[src/rtl/core/ognw_pkg.sv]
// Shared types and constants for the occupancy grid neighbour walker.
// Holds the in/out word structs, codes and the neighbour offset table.
// No dependencies; every other file of the block but ognw_ram imports it.
package ognw_pkg;

  localparam int OGNW_MAX_COLS = 64;
  localparam int OGNW_MAX_ROWS = 64;

  // Width of the grid size registers and of internal coordinates.
  localparam int COORD_W   = 7;
  localparam int COORD_MAX = (1 << COORD_W) - 1;
  localparam int CFG_W     = 7;
  localparam int REG_IDX_W = 1;
  localparam int ID_W      = 12;
  localparam int TOTAL_W   = 2 * COORD_W;
  // A valid id has a quotient below 2^COORD_W, one bit per divider step.
  localparam int DIV_STEPS = COORD_W;

  localparam logic [REG_IDX_W-1:0] REG_GRID_ROWS = 1'b0;
  localparam logic [REG_IDX_W-1:0] REG_GRID_COLS = 1'b1;

  localparam logic [1:0] KIND_SET_XY = 2'd0;
  localparam logic [1:0] KIND_SET_ID = 2'd1;
  localparam logic [1:0] KIND_QRY_XY = 2'd2;
  localparam logic [1:0] KIND_QRY_ID = 2'd3;

  localparam logic [1:0] OCC_FREE    = 2'd0;
  localparam logic [1:0] OCC_UNKNOWN = 2'd2;

  localparam logic [1:0] OFF_MINUS = 2'd0;
  localparam logic [1:0] OFF_ZERO  = 2'd1;
  localparam logic [1:0] OFF_PLUS  = 2'd2;

  typedef struct packed {
    logic [1:0]  kind;
    logic [5:0]  cell_col;
    logic [5:0]  cell_row;
    logic [11:0] cell_index;
    logic [1:0]  new_occupancy;
    logic        allow_diagonal;
  } ognw_in_t;

  typedef struct packed {
    logic [5:0]  nbr_col;
    logic [5:0]  nbr_row;
    logic [11:0] nbr_index;
    logic [1:0]  nbr_occupancy;
    logic        found;
    logic        range_error;
    logic        last;
  } ognw_out_t;

  typedef struct packed {
    logic [1:0] dc;
    logic [1:0] dr;
  } ognw_off_t;

  typedef struct packed {
    logic               start;
    logic [ID_W-1:0]    dividend;
    logic [COORD_W-1:0] divisor;
  } ognw_div_req_t;

  typedef struct packed {
    logic               done;
    logic [COORD_W-1:0] quot;
    logic [COORD_W-1:0] rem;
  } ognw_div_rsp_t;

  // Walk order: eight-connected goes column outer, row inner, centre skipped;
  // four-connected goes up, down, right, left and uses slots 0 to 3 only.
  function automatic ognw_off_t nbr_offset(input logic diag, input logic [2:0] slot);
    ognw_off_t o;
    o = '{dc: OFF_ZERO, dr: OFF_ZERO};
    if (diag) begin
      unique case (slot)
        3'd0: o = '{dc: OFF_MINUS, dr: OFF_MINUS};
        3'd1: o = '{dc: OFF_MINUS, dr: OFF_ZERO};
        3'd2: o = '{dc: OFF_MINUS, dr: OFF_PLUS};
        3'd3: o = '{dc: OFF_ZERO,  dr: OFF_MINUS};
        3'd4: o = '{dc: OFF_ZERO,  dr: OFF_PLUS};
        3'd5: o = '{dc: OFF_PLUS,  dr: OFF_MINUS};
        3'd6: o = '{dc: OFF_PLUS,  dr: OFF_ZERO};
        3'd7: o = '{dc: OFF_PLUS,  dr: OFF_PLUS};
      endcase
    end else begin
      unique case (slot)
        3'd0:    o = '{dc: OFF_ZERO,  dr: OFF_PLUS};
        3'd1:    o = '{dc: OFF_ZERO,  dr: OFF_MINUS};
        3'd2:    o = '{dc: OFF_PLUS,  dr: OFF_ZERO};
        3'd3:    o = '{dc: OFF_MINUS, dr: OFF_ZERO};
        default: o = '{dc: OFF_ZERO,  dr: OFF_ZERO};
      endcase
    end
    return o;
  endfunction

endpackage

[src/rtl/core/ognw_div.sv]
// Restoring divider that splits a row-major id into row and column.
// Depends on ognw_pkg; one quotient bit per cycle.
module ognw_div
  import ognw_pkg::*;
(
  input  logic          clk,
  input  logic          rst_n,
  input  ognw_div_req_t req,
  output ognw_div_rsp_t rsp
);

  localparam int CNT_W = $clog2(DIV_STEPS);
  localparam int DSH_W = ID_W + 1;

  logic               busy_r;
  logic               done_r;
  logic [CNT_W-1:0]   cnt_r;
  logic [ID_W-1:0]    rem_r;
  logic [DSH_W-1:0]   dsh_r;
  logic [COORD_W-1:0] quot_r;
  logic               ge;

  // The quotient is known to fit in DIV_STEPS bits, so the divisor starts
  // shifted up by DIV_STEPS-1 places.
  assign ge = {1'b0, rem_r} >= dsh_r;

  always_ff @(posedge clk) begin
    if (!rst_n) begin
      busy_r <= 1'b0;
      done_r <= 1'b0;
      cnt_r  <= '0;
    end else begin
      done_r <= 1'b0;
      if (req.start) begin
        busy_r <= 1'b1;
        cnt_r  <= CNT_W'(DIV_STEPS - 1);
      end else if (busy_r) begin
        cnt_r <= cnt_r - CNT_W'(1);
        if (cnt_r == '0) begin
          busy_r <= 1'b0;
          done_r <= 1'b1;
        end
      end
    end
  end

  always_ff @(posedge clk) begin
    if (req.start) begin
      rem_r  <= req.dividend;
      dsh_r  <= DSH_W'({req.divisor, {(DIV_STEPS - 1){1'b0}}});
      quot_r <= '0;
    end else if (busy_r) begin
      if (ge) begin
        rem_r <= rem_r - dsh_r[ID_W-1:0];
      end
      quot_r <= {quot_r[COORD_W-2:0], ge};
      dsh_r  <= dsh_r >> 1;
    end
  end

  assign rsp.done = done_r;
  assign rsp.quot = quot_r;
  assign rsp.rem  = rem_r[COORD_W-1:0];

endmodule

[config.mk]
export PLATFORM = sky130hd
export DESIGN_NAME = ognw_div
export DESIGN_NICKNAME = d
export VERILOG_FILES = /design/src/rtl/core/ognw_pkg.sv /design/src/rtl/core/ognw_div.sv
export SDC_FILE = /design/constraint.sdc
export NUM_CORES = 1
export LEC_CHECK = 0
export ABC_AREA = 1
export BUFFER_PORTS_ARGS = -buffer_cell sky130_fd_sc_hd__buf_4
export CAP_MARGIN = 20
export CORE_MARGIN = 2
export CORE_UTILIZATION = 43
export CTS_BUF_LIST = sky130_fd_sc_hd__clkbuf_4
export DETAILED_ROUTE_END_ITERATION = 7
export SLEW_MARGIN = 20
export SYNTH_ARGS = -nofsm -noshare
export SYNTH_HDL_FRONTEND = slang
export SYNTH_SLANG_ARGS = --single-unit
[constraint.sdc]
create_clock -name clk -period 2.4 [get_ports clk]
set_input_delay 0.24 -clock clk [delete_from_list [all_inputs] [get_ports clk]]
set_output_delay 0.24 -clock clk [all_outputs]
set_load 0.03 [all_outputs]
# Word-level counts from Yosys, hierarchy flattened

Index checks and enable logic that the tools add are counted.

Add/sub/neg operators: 2
$lt $le $gt $ge: 1
Muxes and demuxes: 11
Bitwise operators: 2
Reductions and logical operators: 6

Operators with widths:

| operator            | number |
|---|---|
| $mux 12             | 3 |
| $mux 13             | 2 |
| $ge 12x13->1        | 1 |
| $sub 12x12->12      | 1 |
| $mux 3              | 2 |
| $mux 1              | 4 |
| $reduce_bool 2->1   | 2 |
| $logic_not 3->1     | 1 |
| $reduce_or 3->1     | 1 |
| $sub 3x1->3 const B | 1 |
| $not 1->1           | 2 |
| $reduce_and 2->1    | 1 |
| $reduce_or 2->1     | 1 |

Flip-flop bits (word level): 37
Input bits: 22
Output and inout bits: 15
Logic and storage cells: 30

# Depth between registers and ports, before layout

Depth in word-level cells: 4
Depth in mapped cells: 11
Mapped depth without buffers: 11

# Worst setup path after synthesis

No wires, ideal clock.

Path type: flip-flop to flip-flop
From: register rem_r[1]
To: register rem_r[0] (enable)
Library setup time: 0.350 ns
Data arrival time: 1.511 ns
Data required time: 2.050 ns
Setup slack: 0.539 ns
Stages on the path, launching flop included: 10
Path buffers: 0
Period minus slack after synthesis: 1.861 ns
Path through: edfxtp_1 > ha_1 > nand3_1 > nand3_2 > nand2_1 > nand2_1 > nand2_1 > nand3_1 > nand2_1 > nand2_1

Cells in the longest elaborated chain, start to end: 3

RTL lines:

| what                               | line           | source |
|---|---|---|
| start, declared                    | ognw_div.sv:18 | `logic [ID_W-1:0] rem_r;` |
| start signal, assigned             | ognw_div.sv:49 | `rem_r <= req.dividend;` |
| start signal, assigned             | ognw_div.sv:54 | `rem_r <= rem_r - dsh_r[ID_W-1:0];` |
| $ge 12x13->1                       | ognw_div.sv:25 | `assign ge = {1'b0, rem_r} >= dsh_r;` |
| $reduce_bool 2->1 (no source line) | -              |  |
| $reduce_and 2->1 (no source line)  | -              |  |

Every way passes these cells.
A chain may end at the register's enable or synchronous reset.

# Final worst setup path

From: register rem_r[2]
To: register rem_r[4] (enable)

Same word-level chain as after synthesis.

==> flow_summary.ini <==
[final_layout]
design_area_sq_mm = 0.00264
nFillCells = 534
regArea_sq_um = 931
drive_above_1_share_pct = 20.7
fin_cells = 394
area_growth_pct = 15.6
fin_nets = 360
multiInputGateArea_sq_mm = 0.00107
fin_util_pct = 51.8
n_antenna_cell = 0

[yosys]
synthCells = 292
synth.cell_area_sq_mm = 0.00229
synthFlopType = edfxtp_1
ys_types = 33
synth.most_common_cell = nand2_1
synth-edff-count = 19
yosys_register_bits = 37
syn_avg_cell_area_sq_um = 7.83
synthesis.nets = 329
yosysWarnings = 0
synth-seq-area-share_pct = 40.7
async_flop_share_pct = 0
synth_top_area_share_pct = 24.9
yosysTopAreaCell = edfxtp_1
synth_common_cells = 91 x nand2_1, 49 x inv_1, 19 x edfxtp_1, 19 x nand3_1, 18 x dfxtp_1
netlist_top_cells_area = edfxtp_1 25%, dfxtp_1 16%, nand2_1 15%, inv_1 8.0%, ha_1 7.7%

[setup_path]
cp_top_family = simple AND/OR/NAND/NOR gates
setup.worst_path.class = reg2reg
path_buf_inv = 1
path_max_fanout = 6
path_cells = ha_1 -> nand2_1 -> nand3_2 -> nand2_1 -> nand2_1 -> nand2_1 -> nand3_1 -> nand2_1 -> nand2_1 -> buf_4
crit_path_end_kind = flip-flop
r2r_cells = 10
r2r-start = rem_r[2]$_DFFE_PP_
worstPathRequired_ns = 2.48
rr_endpoint = rem_r[4]$_DFFE_PP_
crit_path_start_kind = flip-flop
cp.arrival_ns = 2.17
cpPeakStageDelay_ns = 0.43
cpMostUsedCell = nand2_1
rrSetupSlack_ns = 0.30
slowest_stage = edfxtp_1

[pwr]
p_int_mw = 1.19
seq_power_share_pct = 41.4
p_per_area_mw_per_mm2 = 697
power.switching_uw = 657
clkPwrFrac_pct = 24.6
p_sw_share_pct = 35.6
total_power_mw = 1.84
peakVddDrop_mv = 0.391
power.combinational.fraction_pct = 34.0
p_leak_nw = 1.26

[detailed_routing]
drc = 0
ant_nets = 0
wl_um = 5160
drtIter0Drc = 142
wl_per_cell_um = 13.1
dr_total_vias = 1915
drt-vias-per-instance = 4.86
first_pass_iters = 4

[min_path]
min_path_type = in2reg
hold_start = rst_n
hold_path_end = cnt_r[2]$_SDFFE_PN0P_
holdPathStages = 3

[sta]
finalWorstSetupSlack_ns = 0.303
rsz0062_at_grt = false
tightest_slew_ns = 0.710
relSlewSlack_pct = 52.6
fmax_ghz = 0.477
hold_viol_final = 0
maxSlewViolCount = 0
finalClockSkew_ns = 0.0112
layout_min_cycle_time_ns = 2.10
setup-tns-final_ns = 0
setup_violations = 0
hold_slack_ns = 0.129
timing.final.crit_share_pct = 87.4

[clocking]
htreeDepth = 2
numCtsBuffers = 5
insertion_delay_ns = 0.35
cts_tree = yes
cts_buffer_depth = 2
cts_root_buf = clkbuf_4
cts_resized = 0
clock_sinks = 37
post_cts_buffers = 0
path_clk_slew_ns = 0.12
hold_buffers = 0

[place]
routabilityCongestion = 0.868
placed_cells = 386
hpwl_um = 3880
placed_area_sq_mm = 0.00256
io_buffers = 36
post-place-ws_ns = 0.330

[floorplan]
start_util_pct = 44.8
die_h_um = 76.9
rows = 26
dieArea_sq_mm = 0.00592
ioPinCount = 37
fp.dieW_um = 76.9
core_area_sq_mm = 0.00511

[grt]
grt_pass1_wl_um = 8270
antenna_found_initial = 0
track_usage_pct = 17.9
grt_pass1_vias = 1741
grt-ovfl-total = 0
grt_max_degree = 27

[run]
drv_cap = 0

[run_status]
status = finished clean
## power by group through the flow
| stage | Combinational [mW] | Clock (mW) | Sequential [mW] |
|---|---|---|---|
| after global routing | 0.701 | 0.494 | 0.768 |
| after global placement | 0.620 | 0 | 0.776 |
| after floorplan | 0.481 | 0 | 0.773 |
| after detailed placement | 0.621 | 0 | 0.778 |
| final | 0.627 | 0.454 | 0.763 |
| after CTS | 0.626 | 0.466 | 0.763 |
## routing by layer
layer	GRT usage, %	part of all wire (%)	vias up
li1	-	-	990
met1	24.5	48	861
met2	27.5	45	58
met3	4.12	5.3	6
met4	6.36	1.5	0
met5	0	0	-
## sequential cells by signal, indices dropped and copies added (netlist names)
signal,count
cnt_r,3
rem_r,12
quot_r,7
busy_r,1
done_r,1
dsh_r,13
## how the worst max path moves through the flow
stage	end	startpoint	slack (ns)	depth (start not counted)
floorplan	rem_r[0]$_DFFE_PP_	rem_r[1]$_DFFE_PP_	0.54	9
global placement	rem_r[10]$_DFFE_PP_	rem_r[10]$_DFFE_PP_	0.35	10
detailed placement	rem_r[3]$_DFFE_PP_	rem_r[2]$_DFFE_PP_	0.33	10
CTS	rem_r[3]$_DFFE_PP_	rem_r[2]$_DFFE_PP_	0.30	10
global route	rem_r[3]$_DFFE_PP_	rem_r[2]$_DFFE_PP_	0.15	10
finish	rem_r[4]$_DFFE_PP_	rem_r[2]$_DFFE_PP_	0.30	10
## cell type report
class                   count  share of cell area (%)
flip-flops and latches     37                    35.2
clock buffers               5                    1.42
inverters                  51                    7.24
well taps                  70                    3.31
repair buffers             38                    10.8
clock inverters             3                    1.70
multi-input cells         190                    40.3
## placed cells by master, fill, tap and decap left out, types with 2 or more instances in the layout
| cell type | n |
|---|---|
| nor3_2 | 2 |
| ha_1 | 14 |
| dfxtp_1 | 18 |
| clkbuf_4 | 5 |
| edfxtp_1 | 19 |
| buf_4 | 38 |
| inv_2 | 2 |
| nand4_1 | 4 |
| nand3b_1 | 2 |
| a21oi_1 | 7 |
| a21oi_2 | 2 |
| o21ai_0 | 14 |
| nand2_1 | 91 |
| inv_1 | 49 |
| o22ai_2 | 8 |
| nand2_2 | 3 |
| nor2_1 | 11 |
| nand3_1 | 19 |
| nor2_2 | 2 |
## worst register-to-register path: stages (launching register included)
cell and delay [ns]:
edfxtp_1 0.43, ha_1 0.40, nand2_1 0.11, nand3_2 0.13, nand2_1 0.07, nand2_1 0.11
nand2_1 0.06, nand3_1 0.11, nand2_1 0.06, nand2_1 0.16, buf_4 0.19
## kinds of logic after synthesis
| kind of cell | Yosys count | share of synthesized area (%) |
|---|---|---|
| buffers and inverters | 65 | 12.7 |
| DFF | 37 | 40.7 |
| and+or+nand+nor | 139 | 26.6 |
| xor gates and xnor gates | 2 | 0.766 |
| AOI/OAI and AO/OA | 34 | 10.7 |
| adders and majority gates | 15 | 8.53 |
No activity file was read; power rests on OpenSTA's default activity.
